## src/hw/rtl/acps_pkg.sv

```systemverilog
// Package for the ATA PIO command sequencer.
// Holds result kinds, opcodes, the result and descriptor types. No dependencies.
package acps_pkg;

    localparam logic [2:0] OP_RESET   = 3'd0;
    localparam logic [2:0] OP_NODATA  = 3'd1;
    localparam logic [2:0] OP_PIOIN   = 3'd2;
    localparam logic [2:0] OP_PIOOUT  = 3'd3;
    localparam logic [2:0] OP_RESP    = 3'd4;
    localparam logic [2:0] OP_DATA    = 3'd5;

    localparam logic [2:0] KIND_RD    = 3'd0;
    localparam logic [2:0] KIND_WR    = 3'd1;
    localparam logic [2:0] KIND_HOST  = 3'd2;
    localparam logic [2:0] KIND_DONE  = 3'd3;
    localparam logic [2:0] KIND_READY = 3'd4;

    localparam logic [1:0] MODE_NODATA = 2'd1;
    localparam logic [1:0] MODE_PIOIN  = 2'd2;

    localparam logic [7:0] ST_BSY   = 8'h80;
    localparam logic [7:0] ST_EMASK = 8'h21;
    localparam logic [7:0] ST_DRQ   = 8'h08;
    localparam logic [7:0] ST_ERR   = 8'h01;
    localparam logic [7:0] DRV_SLV  = 8'h10;
    localparam logic [7:0] CTL_SRST = 8'h04;
    localparam logic [7:0] NO_BUS   = 8'hFF;

    typedef struct packed {
        logic [2:0]  kind;
        logic        blk;
        logic [2:0]  off;
        logic [15:0] data;
        logic        word;
        logic [7:0]  rc;
        logic        back;
    } res_t;

    typedef struct packed {
        logic        tf;
        logic        two;
        res_t        r0;
        res_t        r1;
        logic [39:0] rb;
        logic        ext;
        logic [7:0]  drive;
        logic [7:0]  cmd;
        logic [15:0] feat;
        logic [15:0] count;
        logic [15:0] sect;
        logic [15:0] cyll;
        logic [15:0] cylh;
    } desc_t;

    typedef struct packed {
        logic push;
        logic pop;
        logic full;
        logic avail;
    } q_ctl_t;

    function automatic res_t mk_res(logic [2:0] kind, logic blk, logic [2:0] off,
                                    logic [15:0] data, logic word, logic [7:0] rc,
                                    logic back);
        res_t r;
        r.kind = kind;
        r.blk  = blk;
        r.off  = off;
        r.data = data;
        r.word = word;
        r.rc   = rc;
        r.back = back;
        return r;
    endfunction

endpackage

```

## src/hw/rtl/acps_front.sv

```systemverilog
// Front end of the ATA PIO command sequencer: protocol state and item classification.
// Depends on acps_pkg. Emits one result descriptor per item that causes results.
module acps_front
    import acps_pkg::*;
#(
    parameter int SETTLE = 20
) (
    input  logic         aclk,
    input  logic         aresetn,
    input  logic         accept,
    input  logic [2:0]   op,
    input  logic [151:0] din,
    output logic         push,
    output desc_t        desc
);

    localparam logic [4:0] SETTLE_N = 5'(SETTLE);

    typedef enum logic [13:0] {
        PH_IDLE       = 14'b00000000000001,
        PH_RST_FIRST  = 14'b00000000000010,
        PH_RST_SETTLE = 14'b00000000000100,
        PH_RST_CHECK  = 14'b00000000001000,
        PH_RST_POLL   = 14'b00000000010000,
        PH_CMD_BSY1   = 14'b00000000100000,
        PH_CMD_DRV    = 14'b00000001000000,
        PH_CMD_SEL    = 14'b00000010000000,
        PH_CMD_BSY2   = 14'b00000100000000,
        PH_READBACK   = 14'b00001000000000,
        PH_DPOLL      = 14'b00010000000000,
        PH_DIN        = 14'b00100000000000,
        PH_DOUT       = 14'b01000000000000,
        PH_FIN        = 14'b10000000000000
    } phase_t;

    phase_t      phase_reg, phase_next;
    logic [1:0]  mode_reg, mode_next;
    logic [4:0]  dly_reg, dly_next;
    logic [15:0] blk_reg, blk_next;
    logic [14:0] wc_reg, wc_next;
    logic [7:0]  sav_reg, sav_next;
    logic [39:0] rb_reg, rb_next;
    logic        ext_reg, ext_next;
    logic [7:0]  cmd_reg, cmd_next, drv_reg, drv_next;
    logic [15:0] feat_reg, feat_next, cnt_reg, cnt_next, sect_reg, sect_next;
    logic [15:0] cyll_reg, cyll_next, cylh_reg, cylh_next, blocks_reg, blocks_next;
    logic [14:0] wpb_reg, wpb_next;

    logic [15:0] v;
    logic [7:0]  s;
    logic [15:0] blk_inc;
    logic [14:0] wc_inc;
    logic [4:0]  didx;
    logic [4:0]  dinc;
    logic [7:0]  code;
    res_t        end_rd;

    assign v       = din[144:129];
    assign s       = v[7:0];
    assign blk_inc = blk_reg + 16'd1;
    assign wc_inc  = wc_reg + 15'd1;
    assign code    = sav_reg & ST_EMASK;
    assign didx    = (dly_reg > 5'd4) ? 5'd4 : dly_reg;
    assign dinc    = didx + 5'd1;
    assign end_rd  = (blk_inc < blocks_reg) ? mk_res(KIND_RD, 1'b0, 3'd7, '0, 1'b0, '0, 1'b0)
                                             : mk_res(KIND_RD, 1'b0, 3'd1, '0, 1'b0, '0, 1'b0);

    always_comb begin
        phase_next  = phase_reg;
        mode_next   = mode_reg;
        dly_next    = dly_reg;
        blk_next    = blk_reg;
        wc_next     = wc_reg;
        sav_next    = sav_reg;
        rb_next     = rb_reg;
        ext_next    = ext_reg;
        cmd_next    = cmd_reg;
        drv_next    = drv_reg;
        feat_next   = feat_reg;
        cnt_next    = cnt_reg;
        sect_next   = sect_reg;
        cyll_next   = cyll_reg;
        cylh_next   = cylh_reg;
        blocks_next = blocks_reg;
        wpb_next    = wpb_reg;
        push        = 1'b0;
        desc        = '0;
        desc.ext    = ext_reg;
        desc.drive  = drv_reg;
        desc.cmd    = cmd_reg;
        desc.feat   = feat_reg;
        desc.count  = cnt_reg;
        desc.sect   = sect_reg;
        desc.cyll   = cyll_reg;
        desc.cylh   = cylh_reg;
        desc.rb     = rb_reg;
        if (accept) begin
            case (op)
                OP_RESET, OP_NODATA, OP_PIOIN, OP_PIOOUT: begin
                    if (phase_reg == PH_IDLE) begin
                        rb_next = '0;
                        push    = 1'b1;
                        if (op == OP_RESET) begin
                            desc.two   = 1'b1;
                            desc.r0    = mk_res(KIND_WR, 1'b1, 3'd0, {8'd0, CTL_SRST},
                                                1'b0, '0, 1'b0);
                            desc.r1    = mk_res(KIND_RD, 1'b1, 3'd0, '0, 1'b0, '0, 1'b0);
                            phase_next = PH_RST_FIRST;
                        end else begin
                            ext_next    = din[0];
                            cmd_next    = din[8:1];
                            feat_next   = din[24:9];
                            cnt_next    = din[40:25];
                            sect_next   = din[56:41];
                            cyll_next   = din[72:57];
                            cylh_next   = din[88:73];
                            drv_next    = din[96:89];
                            wpb_next    = din[111:97];
                            blocks_next = din[128:113];
                            mode_next   = op[1:0];
                            blk_next    = '0;
                            wc_next     = '0;
                            dly_next    = '0;
                            desc.r0     = mk_res(KIND_RD, 1'b0, 3'd7, '0, 1'b0, '0, 1'b0);
                            phase_next  = PH_CMD_BSY1;
                        end
                    end
                end
                OP_RESP: begin
                    push = 1'b1;
                    unique case (phase_reg)
                        PH_RST_FIRST: begin
                            desc.two   = 1'b1;
                            desc.r0    = mk_res(KIND_WR, 1'b1, 3'd0, '0, 1'b0, '0, 1'b0);
                            desc.r1    = mk_res(KIND_RD, 1'b1, 3'd0, '0, 1'b0, '0, 1'b0);
                            dly_next   = 5'd1;
                            phase_next = PH_RST_SETTLE;
                        end
                        PH_RST_SETTLE: begin
                            if (dly_reg < SETTLE_N) dly_next = dly_reg + 5'd1;
                            else phase_next = PH_RST_CHECK;
                            desc.r0 = mk_res(KIND_RD, 1'b1, 3'd0, '0, 1'b0, '0, 1'b0);
                        end
                        PH_RST_CHECK: begin
                            sav_next = s;
                            if (s == NO_BUS) begin
                                desc.r0    = mk_res(KIND_DONE, 1'b0, 3'd0, '0, 1'b0, 8'd1, 1'b1);
                                phase_next = PH_IDLE;
                            end else begin
                                desc.r0    = mk_res(KIND_RD, 1'b1, 3'd0, '0, 1'b0, '0, 1'b0);
                                phase_next = PH_RST_POLL;
                            end
                        end
                        PH_RST_POLL: begin
                            sav_next = s;
                            if ((s & ST_BSY) != 8'd0) begin
                                desc.r0 = mk_res(KIND_RD, 1'b1, 3'd0, '0, 1'b0, '0, 1'b0);
                            end else begin
                                desc.r0    = mk_res(KIND_DONE, 1'b0, 3'd0, '0, 1'b0, 8'd0, 1'b1);
                                phase_next = PH_IDLE;
                            end
                        end
                        PH_CMD_BSY1: begin
                            sav_next = s;
                            if ((s & ST_BSY) != 8'd0) begin
                                desc.r0 = mk_res(KIND_RD, 1'b0, 3'd7, '0, 1'b0, '0, 1'b0);
                            end else begin
                                desc.r0    = mk_res(KIND_RD, 1'b0, 3'd6, '0, 1'b0, '0, 1'b0);
                                phase_next = PH_CMD_DRV;
                            end
                        end
                        PH_CMD_DRV: begin
                            if ((s & DRV_SLV) != (drv_reg & DRV_SLV)) begin
                                desc.two   = 1'b1;
                                desc.r0    = mk_res(KIND_WR, 1'b0, 3'd6, {8'd0, drv_reg},
                                                    1'b0, '0, 1'b0);
                                desc.r1    = mk_res(KIND_RD, 1'b1, 3'd0, '0, 1'b0, '0, 1'b0);
                                dly_next   = 5'd1;
                                phase_next = PH_CMD_SEL;
                            end else begin
                                desc.tf    = 1'b1;
                                phase_next = PH_CMD_BSY2;
                            end
                        end
                        PH_CMD_SEL: begin
                            if (dly_reg < 5'd4) begin
                                dly_next = dly_reg + 5'd1;
                                desc.r0  = mk_res(KIND_RD, 1'b1, 3'd0, '0, 1'b0, '0, 1'b0);
                            end else begin
                                desc.tf    = 1'b1;
                                phase_next = PH_CMD_BSY2;
                            end
                        end
                        PH_CMD_BSY2: begin
                            sav_next = s;
                            if ((s & ST_BSY) != 8'd0) begin
                                desc.r0 = mk_res(KIND_RD, 1'b0, 3'd7, '0, 1'b0, '0, 1'b0);
                            end else begin
                                dly_next   = '0;
                                desc.r0    = mk_res(KIND_RD, 1'b0, 3'd1, '0, 1'b0, '0, 1'b0);
                                phase_next = PH_READBACK;
                            end
                        end
                        PH_READBACK: begin
                            rb_next[didx[2:0]*8 +: 8] = s;
                            desc.rb  = rb_next;
                            dly_next = dinc;
                            if (dinc < 5'd5) begin
                                desc.r0 = mk_res(KIND_RD, 1'b0, 3'(dinc + 5'd1), '0, 1'b0,
                                                 '0, 1'b0);
                            end else if (mode_reg == MODE_NODATA || code != 8'd0) begin
                                desc.r0    = mk_res(KIND_DONE, 1'b0, 3'd0, '0, 1'b0, code, 1'b1);
                                phase_next = PH_IDLE;
                            end else begin
                                blk_next   = '0;
                                wc_next    = '0;
                                desc.r0    = mk_res(KIND_RD, 1'b0, 3'd7, '0, 1'b0, '0, 1'b0);
                                phase_next = PH_DPOLL;
                            end
                        end
                        PH_DPOLL: begin
                            if (mode_reg == MODE_PIOIN) begin
                                if ((s & ST_EMASK) != 8'd0) begin
                                    desc.r0    = mk_res(KIND_RD, 1'b0, 3'd1, '0, 1'b0, '0, 1'b0);
                                    phase_next = PH_FIN;
                                end else if ((s & ST_BSY) != 8'd0) begin
                                    desc.r0 = mk_res(KIND_RD, 1'b0, 3'd7, '0, 1'b0, '0, 1'b0);
                                end else begin
                                    wc_next    = '0;
                                    desc.r0    = mk_res(KIND_RD, 1'b0, 3'd0, '0, 1'b1, '0, 1'b0);
                                    phase_next = PH_DIN;
                                end
                            end else begin
                                if ((s & ST_ERR) != 8'd0) begin
                                    desc.r0    = mk_res(KIND_RD, 1'b0, 3'd1, '0, 1'b0, '0, 1'b0);
                                    phase_next = PH_FIN;
                                end else if ((s & ST_DRQ) != 8'd0) begin
                                    wc_next    = '0;
                                    desc.r0    = mk_res(KIND_READY, 1'b0, 3'd0, '0, 1'b0, '0,
                                                        1'b0);
                                    phase_next = PH_DOUT;
                                end else begin
                                    desc.r0 = mk_res(KIND_RD, 1'b0, 3'd7, '0, 1'b0, '0, 1'b0);
                                end
                            end
                        end
                        PH_DIN: begin
                            desc.two = 1'b1;
                            desc.r0  = mk_res(KIND_HOST, 1'b0, 3'd0, v, 1'b1, '0, 1'b0);
                            wc_next  = wc_inc;
                            if (wc_inc == wpb_reg) begin
                                blk_next   = blk_inc;
                                wc_next    = '0;
                                desc.r1    = end_rd;
                                phase_next = (blk_inc < blocks_reg) ? PH_DPOLL : PH_FIN;
                            end else begin
                                desc.r1 = mk_res(KIND_RD, 1'b0, 3'd0, '0, 1'b1, '0, 1'b0);
                            end
                        end
                        PH_FIN: begin
                            desc.r0    = mk_res(KIND_DONE, 1'b0, 3'd0, '0, 1'b0, s, 1'b1);
                            phase_next = PH_IDLE;
                        end
                        default: push = 1'b0;
                    endcase
                end
                OP_DATA: begin
                    if (phase_reg == PH_DOUT) begin
                        push    = 1'b1;
                        desc.r0 = mk_res(KIND_WR, 1'b0, 3'd0, v, 1'b1, '0, 1'b0);
                        wc_next = wc_inc;
                        if (wc_inc == wpb_reg) begin
                            desc.two   = 1'b1;
                            blk_next   = blk_inc;
                            wc_next    = '0;
                            desc.r1    = end_rd;
                            phase_next = (blk_inc < blocks_reg) ? PH_DPOLL : PH_FIN;
                        end
                    end
                end
                default: ;
            endcase
        end
    end

    always_ff @(posedge aclk) begin
        if (!aresetn) begin
            phase_reg  <= PH_IDLE;
            mode_reg   <= '0;
            dly_reg    <= '0;
            blk_reg    <= '0;
            wc_reg     <= '0;
            sav_reg    <= '0;
            rb_reg     <= '0;
            ext_reg    <= '0;
            cmd_reg    <= '0;
            drv_reg    <= '0;
            feat_reg   <= '0;
            cnt_reg    <= '0;
            sect_reg   <= '0;
            cyll_reg   <= '0;
            cylh_reg   <= '0;
            blocks_reg <= '0;
            wpb_reg    <= '0;
        end else begin
            phase_reg  <= phase_next;
            mode_reg   <= mode_next;
            dly_reg    <= dly_next;
            blk_reg    <= blk_next;
            wc_reg     <= wc_next;
            sav_reg    <= sav_next;
            rb_reg     <= rb_next;
            ext_reg    <= ext_next;
            cmd_reg    <= cmd_next;
            drv_reg    <= drv_next;
            feat_reg   <= feat_next;
            cnt_reg    <= cnt_next;
            sect_reg   <= sect_next;
            cyll_reg   <= cyll_next;
            cylh_reg   <= cylh_next;
            blocks_reg <= blocks_next;
            wpb_reg    <= wpb_next;
        end
    end

endmodule

```

## src/hw/rtl/acps_queue.sv

```systemverilog
// Two-entry descriptor queue between front and back of the command sequencer.
// Depends on acps_pkg.
module acps_queue
    import acps_pkg::*;
(
    input  logic   aclk,
    input  logic   aresetn,
    input  q_ctl_t ctl_in,
    input  desc_t  wdata,
    output desc_t  rdata,
    output logic   full,
    output logic   avail
);

    desc_t      mem_reg [2];
    logic       wp_reg, rp_reg;
    logic [1:0] cnt_reg, cnt_next;

    assign full  = (cnt_reg == 2'd2);
    assign avail = (cnt_reg != 2'd0);
    assign rdata = mem_reg[rp_reg];

    always_comb begin
        cnt_next = cnt_reg;
        if (ctl_in.push && !ctl_in.pop) cnt_next = cnt_reg + 2'd1;
        else if (!ctl_in.push && ctl_in.pop) cnt_next = cnt_reg - 2'd1;
    end

    always_ff @(posedge aclk) begin
        if (ctl_in.push) mem_reg[wp_reg] <= wdata;
    end

    always_ff @(posedge aclk) begin
        if (!aresetn) begin
            wp_reg  <= 1'b0;
            rp_reg  <= 1'b0;
            cnt_reg <= '0;
        end else begin
            if (ctl_in.push) wp_reg <= ~wp_reg;
            if (ctl_in.pop) rp_reg <= ~rp_reg;
            cnt_reg <= cnt_next;
        end
    end

endmodule

```

## src/hw/rtl/acps_back.sv

```systemverilog
// Back end of the command sequencer: expands descriptors into bus results.
// Depends on acps_pkg. Drives the registered result channel.
module acps_back
    import acps_pkg::*;
(
    input  logic        aclk,
    input  logic        aresetn,
    input  logic        q_avail,
    input  desc_t       q_head,
    output logic        q_pop,
    output logic        m_valid,
    input  logic        m_ready,
    output res_t        m_res,
    output logic [39:0] m_rb,
    output logic        m_last
);

    desc_t       cur_reg;
    logic        busy_reg;
    logic [3:0]  step_reg;
    logic        val_reg;
    res_t        res_reg;
    logic [39:0] rb_reg;
    logic        last_reg;

    desc_t       d;
    logic [3:0]  step;
    logic [3:0]  len;
    logic [3:0]  k;
    res_t        r;
    logic        adv;
    logic        go;
    logic [15:0] tv;

    assign adv  = !val_reg || m_ready;
    assign d    = busy_reg ? cur_reg : q_head;
    assign step = busy_reg ? step_reg : 4'd0;
    assign go   = adv && (busy_reg || q_avail);
    assign q_pop = adv && !busy_reg && q_avail;
    assign len  = d.tf ? (d.ext ? 4'd13 : 4'd8) : (d.two ? 4'd2 : 4'd1);
    assign k    = (d.ext && step > 4'd5) ? step - 4'd5 : step;

    always_comb begin
        case (k[2:0])
            3'd1:    tv = d.feat;
            3'd2:    tv = d.count;
            3'd3:    tv = d.sect;
            3'd4:    tv = d.cyll;
            default: tv = d.cylh;
        endcase
        if (!d.tf) begin
            r = (step == 4'd0) ? d.r0 : d.r1;
        end else if (step == 4'd0) begin
            r = mk_res(KIND_WR, 1'b0, 3'd6, {8'd0, d.drive}, 1'b0, '0, 1'b0);
        end else if (d.ext && step <= 4'd5) begin
            r = mk_res(KIND_WR, 1'b0, step[2:0], {8'd0, tv[15:8]}, 1'b0, '0, 1'b0);
        end else if (k <= 4'd5) begin
            r = mk_res(KIND_WR, 1'b0, k[2:0], {8'd0, tv[7:0]}, 1'b0, '0, 1'b0);
        end else if (k == 4'd6) begin
            r = mk_res(KIND_WR, 1'b0, 3'd7, {8'd0, d.cmd}, 1'b0, '0, 1'b0);
        end else begin
            r = mk_res(KIND_RD, 1'b0, 3'd7, '0, 1'b0, '0, 1'b0);
        end
    end

    always_ff @(posedge aclk) begin
        if (go) begin
            res_reg  <= r;
            rb_reg   <= r.back ? d.rb : 40'd0;
            last_reg <= (step == len - 4'd1);
            step_reg <= step + 4'd1;
        end
        if (q_pop) cur_reg <= q_head;
    end

    always_ff @(posedge aclk) begin
        if (!aresetn) begin
            busy_reg <= 1'b0;
            val_reg  <= 1'b0;
        end else begin
            if (adv) val_reg <= go;
            if (go) busy_reg <= (step != len - 4'd1);
        end
    end

    assign m_valid = val_reg;
    assign m_res   = res_reg;
    assign m_rb    = rb_reg;
    assign m_last  = last_reg;

endmodule

```

## src/hw/rtl/ata_pio_command_sequencer.sv

```systemverilog
// Top level of the ATA PIO task-file command sequencer.
// Depends on acps_pkg, acps_front, acps_queue and acps_back.
//
// Each item is classified in the cycle it is accepted; its results, one to thirteen,
// leave one per cycle from a registered output unless m_tready stalls it. The input
// takes an item every cycle while the two-entry descriptor queue has room, so a stalled
// output holds the input only once two items wait in the queue behind the one being
// unloaded; an extended task-file load is twelve writes and a status read, thirteen results.
module ata_pio_command_sequencer
    import acps_pkg::*;
#(
    parameter int RESET_SETTLE_READS = 20
) (
    input  logic         aclk,
    input  logic         aresetn,
    input  logic         s_tvalid,
    output logic         s_tready,
    // extended, command_code, features_value, sector_count, sector_number,
    // cyl_low_value, cyl_high_value, drive_select, words_per_block, block_count, bus_data
    input  logic [151:0] s_tdata,
    // opcode
    input  logic [2:0]   s_tuser,
    output logic         m_tvalid,
    input  logic         m_tready,
    // block_select, reg_offset, write_data, is_word, return_code, back_error,
    // back_count, back_sector, back_cyl_low, back_cyl_high
    output logic [71:0]  m_tdata,
    // kind
    output logic [2:0]   m_tuser,
    output logic         m_tlast
);

    logic        accept, push, full, avail, pop;
    desc_t       wdesc, hdesc;
    q_ctl_t      qc;
    res_t        res;
    logic [39:0] rb;

    assign s_tready = !full;
    assign accept   = s_tvalid && s_tready;
    assign qc       = '{push: push, pop: pop, full: full, avail: avail};

    acps_front #(.SETTLE(RESET_SETTLE_READS)) u_front (
        .aclk(aclk), .aresetn(aresetn), .accept(accept), .op(s_tuser),
        .din(s_tdata), .push(push), .desc(wdesc)
    );

    acps_queue u_queue (
        .aclk(aclk), .aresetn(aresetn), .ctl_in(qc), .wdata(wdesc),
        .rdata(hdesc), .full(full), .avail(avail)
    );

    acps_back u_back (
        .aclk(aclk), .aresetn(aresetn), .q_avail(avail), .q_head(hdesc), .q_pop(pop),
        .m_valid(m_tvalid), .m_ready(m_tready), .m_res(res), .m_rb(rb), .m_last(m_tlast)
    );

    assign m_tuser = res.kind;
    assign m_tdata = {3'd0, rb[39:32], rb[31:24], rb[23:16], rb[15:8], rb[7:0],
                      res.rc, res.word, res.data, res.off, res.blk};

    a_back_only_done: assert property (@(posedge aclk) disable iff (!aresetn)
        m_tvalid && m_tuser != KIND_DONE |-> m_tdata[68:21] == 48'd0)
        else $error("read-back or code on a non-completion result");

    a_host_word: assert property (@(posedge aclk) disable iff (!aresetn)
        m_tvalid && m_tuser == KIND_HOST |-> m_tdata[20])
        else $error("host data word without word flag");

    a_ready_last: assert property (@(posedge aclk) disable iff (!aresetn)
        m_tvalid && (m_tuser == KIND_READY || m_tuser == KIND_DONE) |-> m_tlast)
        else $error("ready or completion not last");

endmodule

```

## config.mk

```make
export PLATFORM = sky130hd
export DESIGN_NAME = ata_pio_command_sequencer
export DESIGN_NICKNAME = d
export VERILOG_FILES = /design/src/hw/rtl/acps_pkg.sv /design/src/hw/rtl/acps_front.sv /design/src/hw/rtl/acps_queue.sv /design/src/hw/rtl/acps_back.sv /design/src/hw/rtl/ata_pio_command_sequencer.sv
export SDC_FILE = /design/constraint.sdc
export NUM_CORES = 1
export LEC_CHECK = 0
export ABC_CLOCK_PERIOD_IN_PS = 12200
export BUFFER_PORTS_ARGS = -buffer_cell sky130_fd_sc_hd__buf_2
export CAP_MARGIN = 20
export CORE_MARGIN = 5
export CORE_UTILIZATION = 30
export DETAILED_ROUTE_END_ITERATION = 12
export PLACE_DENSITY_LB_ADDON = 0.25
export SETUP_SLACK_MARGIN = 0.05
export SLEW_MARGIN = 20
export SYNTH_ARGS = -nofsm -noshare
export SYNTH_HDL_FRONTEND = slang
export SYNTH_SLANG_ARGS = --single-unit
```

## constraint.sdc

```tcl
create_clock -name aclk -period 12.2 [get_ports aclk]
set_input_delay 2.44 -clock aclk [delete_from_list [all_inputs] [get_ports aclk]]
set_output_delay 2.44 -clock aclk [all_outputs]
set_load 0.02 [all_outputs]
```

==> flow_summary.json <==
{
  "start_util_pct": 30.2,
  "max_freq_ghz": 0.178,
  "cellLeakagePower_nw": 14.0,
  "io_pins": 237,
  "worstSetupEndpointType": "flop",
  "fin_area_mm2": 0.0408,
  "cts_resized": 0,
  "vias": 22510,
  "path_buf_inv": 3,
  "avgSynthCellArea_um2": 12.2,
  "synth_cell_types": 92,
  "layout_min_cycle_time_ns": 5.63,
  "fin_worst_skew_ns": 0.0373,
  "vias_per_cell": 4.83,
  "power_mw": 8.78,
  "synth_top_area_share_pct": 51.8,
  "min_period_over_period_pct": 46.1,
  "synth_area_leaders": "edfxtp_1 (52%), dfxtp_1 (13%), mux2_2 (6.0%)",
  "crit_family": "buffers and inverters",
  "die_w_um": 352,
  "synth_edf_count": 605,
  "status": "completed",
  "vdd_ir_drop_max_mv": 0.146,
  "row_count": 125,
  "pwr_density_cell_mw_per_mm2": 215,
  "setup_tns_ns": 0,
  "largest_reg_flops": 352,
  "cts.sinks": 834,
  "drt_iter0_drc": 1524,
  "cp_cell_sequence": "buf_2, nand2_1, nand3_1, a21oi_1, and2_4, buf_4, buf_4",
  "grt_use_met1_pct": 20.7,
  "crit_required_ns": 12.48,
  "synth_cells": 2879,
  "holdWs_ns": 0.431,
  "synth_common_cells": "edfxtp_1 (605), nand2_1 (555), dfxtp_1 (229), mux2_2 (186), clkbuf_1 (142)",
  "hpwl_um": 61100,
  "cts_setup_buffers": 0,
  "route.detailed.wl_per_inst_um": 20.0,
  "drt-pass1-iter-count": 6,
  "multi_input_area_mm2": 0.0115,
  "core_mm2": 0.116,
  "fin_nets": 3238,
  "cpMostUsedCell": "buf_4",
  "routed_wl_um": 93400,
  "finalHoldViolCount": 0,
  "path_clk_slew_ns": 0.06,
  "top_usage_layer": "met2",
  "drc": 0,
  "cts_buffers": 91,
  "cpPeakStageDelay_ns": 0.75,
  "placed_area_mm2": 0.0377,
  "yosysMostFrequentCell": "edfxtp_1",
  "holdCritPathClass": "flop to flop",
  "syn_area_mm2": 0.0351,
  "cts_tree": "yes",
  "fill_cells": 11464,
  "cp_slowest_cell": "and2_4",
  "insertion_delay_ns": 0.66,
  "grt_antenna_before_repair": 6,
  "postRouteAntennaNets": 0,
  "synthArstFlopShare_pct": 0,
  "drive_gt1_share_pct": 20.1,
  "syn_to_final_growth_pct": 16.3,
  "grt_max_degree": 135,
  "grt_pass1_wl_um": 140000,
  "die_area_mm2": 0.124,
  "crit_fanout": 52,
  "grt_pass1_vias": 21882,
  "maxCapViolations": 0,
  "synth_seq_cells": 834,
  "port_buffers": 225,
  "ys_warn_count": 0,
  "cts-root-buf": "clkbuf_16",
  "htreeDepth": 3,
  "postCtsHoldBufs": 0,
  "register_area_mm2": 0.0228,
  "yosys.area.top_type": "edfxtp_1",
  "gp_congestion": 0.857,
  "crit_type": "primary input to flop",
  "slew_violations": 0,
  "grt-ovfl-total": 0,
  "ys.flop_type": "edfxtp_1",
  "cp.arrival_ns": 5.90,
  "use_met2_pct": 23.2,
  "die_y_um": 352,
  "grt_setup_unrepaired": "false",
  "tightest_slew_ns": 1.25,
  "synth-seq-area-share_pct": 64.8,
  "critPathLaunchType": "primary input",
  "grt_use_total_pct": 14.6,
  "clk_path_buf_depth": 3,
  "grt_use_met3_pct": 2.75,
  "setup_viol": 0,
  "max_slew_margin_pct": 16.9
}
==> worst register-to-register path, stage by stage, from the launching register on <==
cell and delay (ns):
dfxtp_1 0.40, or4_4 0.61, or4_1 0.72, a211oi_1 0.34, o31ai_1 0.24, a21oi_1 0.36
and2_4 0.75, buf_4 0.64, buf_4 0.68
==> metal layers <==
layer	vias to the layer above	wire (um)
met5	-	0
met4	0	1710
met3	113	4790
met2	484	42700
met1	11053	44100
li1	10860	-
==> power by group <==
group | internal (mW) | switching [mW] | leakage (nW)
Sequential | 3.69 | 0.247 | 7.48
Combinational | 0.634 | 1.39 | 5.05
Clock | 1.68 | 1.14 | 1.50
Total | 6.00 | 2.78 | 14.0
==> kinds of logic after synthesis <==
group / count (synthesis) / share of synthesized area, %
and+or+nand+nor: 986 / 12.9
adders and majority gates: 28 / 0.998
AOI/OAI and AO/OA: 544 / 10.6
muxes: 203 / 6.57
DFF: 834 / 64.8
xor gates and xnor gates: 62 / 1.55
buffers and inverters: 221 / 2.54
other: 1 / 0.0107
==> through the flow <==
step | instances | worst slack [ns] | utilization [%]
floorplan | 2881 | 3.31 | -
global placement | 4481 | 5.85 | 32.4
detailed placement | 4481 | 5.81 | 32.4
CTS | 4652 | 6.51 | 35.1
global route | 4653 | 6.37 | 35.1
finish | 4661 | 6.57 | 35.1
==> worst paths after layout <==
check	start	end	slack, ns	cells after the start
min reg2reg	u_front.cnt_reg[9]	u_queue.mem_reg[1][57]	0.43	0
max	s_tuser[2]	u_queue.mem_reg[1][114]	6.57	7
min	u_front.cnt_reg[9]	u_queue.mem_reg[1][57]	0.43	0
max reg2reg	u_front.phase_reg[10]	u_queue.mem_reg[1][114]	7.03	8
==> layout make-up <==
type | instances | area share, %
tap | 1524 | 4.67
clock inverter | 41 | 1.24
clock buffer | 130 | 6.28
inverter | 41 | 0.389
sequential | 834 | 55.8
timing repair buffer | 257 | 3.39
antenna | 8 | 0.0491
multi-input combinational | 1826 | 28.2
==> cells in the final DEF (no fill, tap or decap), types with 9 or more instances in the layout <==
master and instances:
nor3_1 25, clkbuf_1 28, mux2_2 186, a21boi_1 21, xnor2_1 19, nand2b_1 25
o21ai_0 85, buf_2 225, xor2_1 43, a21oi_1 100, bufinv_16 10, ha_1 28
nor4_1 10, clkbuf_16 94, nand3_1 50, dfxtp_1 227, a21boi_0 133, a31oi_1 9
or2_2 9, nor2_1 124, o31ai_1 11, o211ai_1 11, nand4_1 18, and2_1 15
mux2i_1 13, a22oi_1 50, inv_1 38, nand2_1 554, nor2b_1 50, buf_4 30
o21a_1 12, edfxtp_1 605, o22ai_1 13, and3_1 26, clkinv_2 12, or3_1 17
Power figures use the tool's default switching activity.
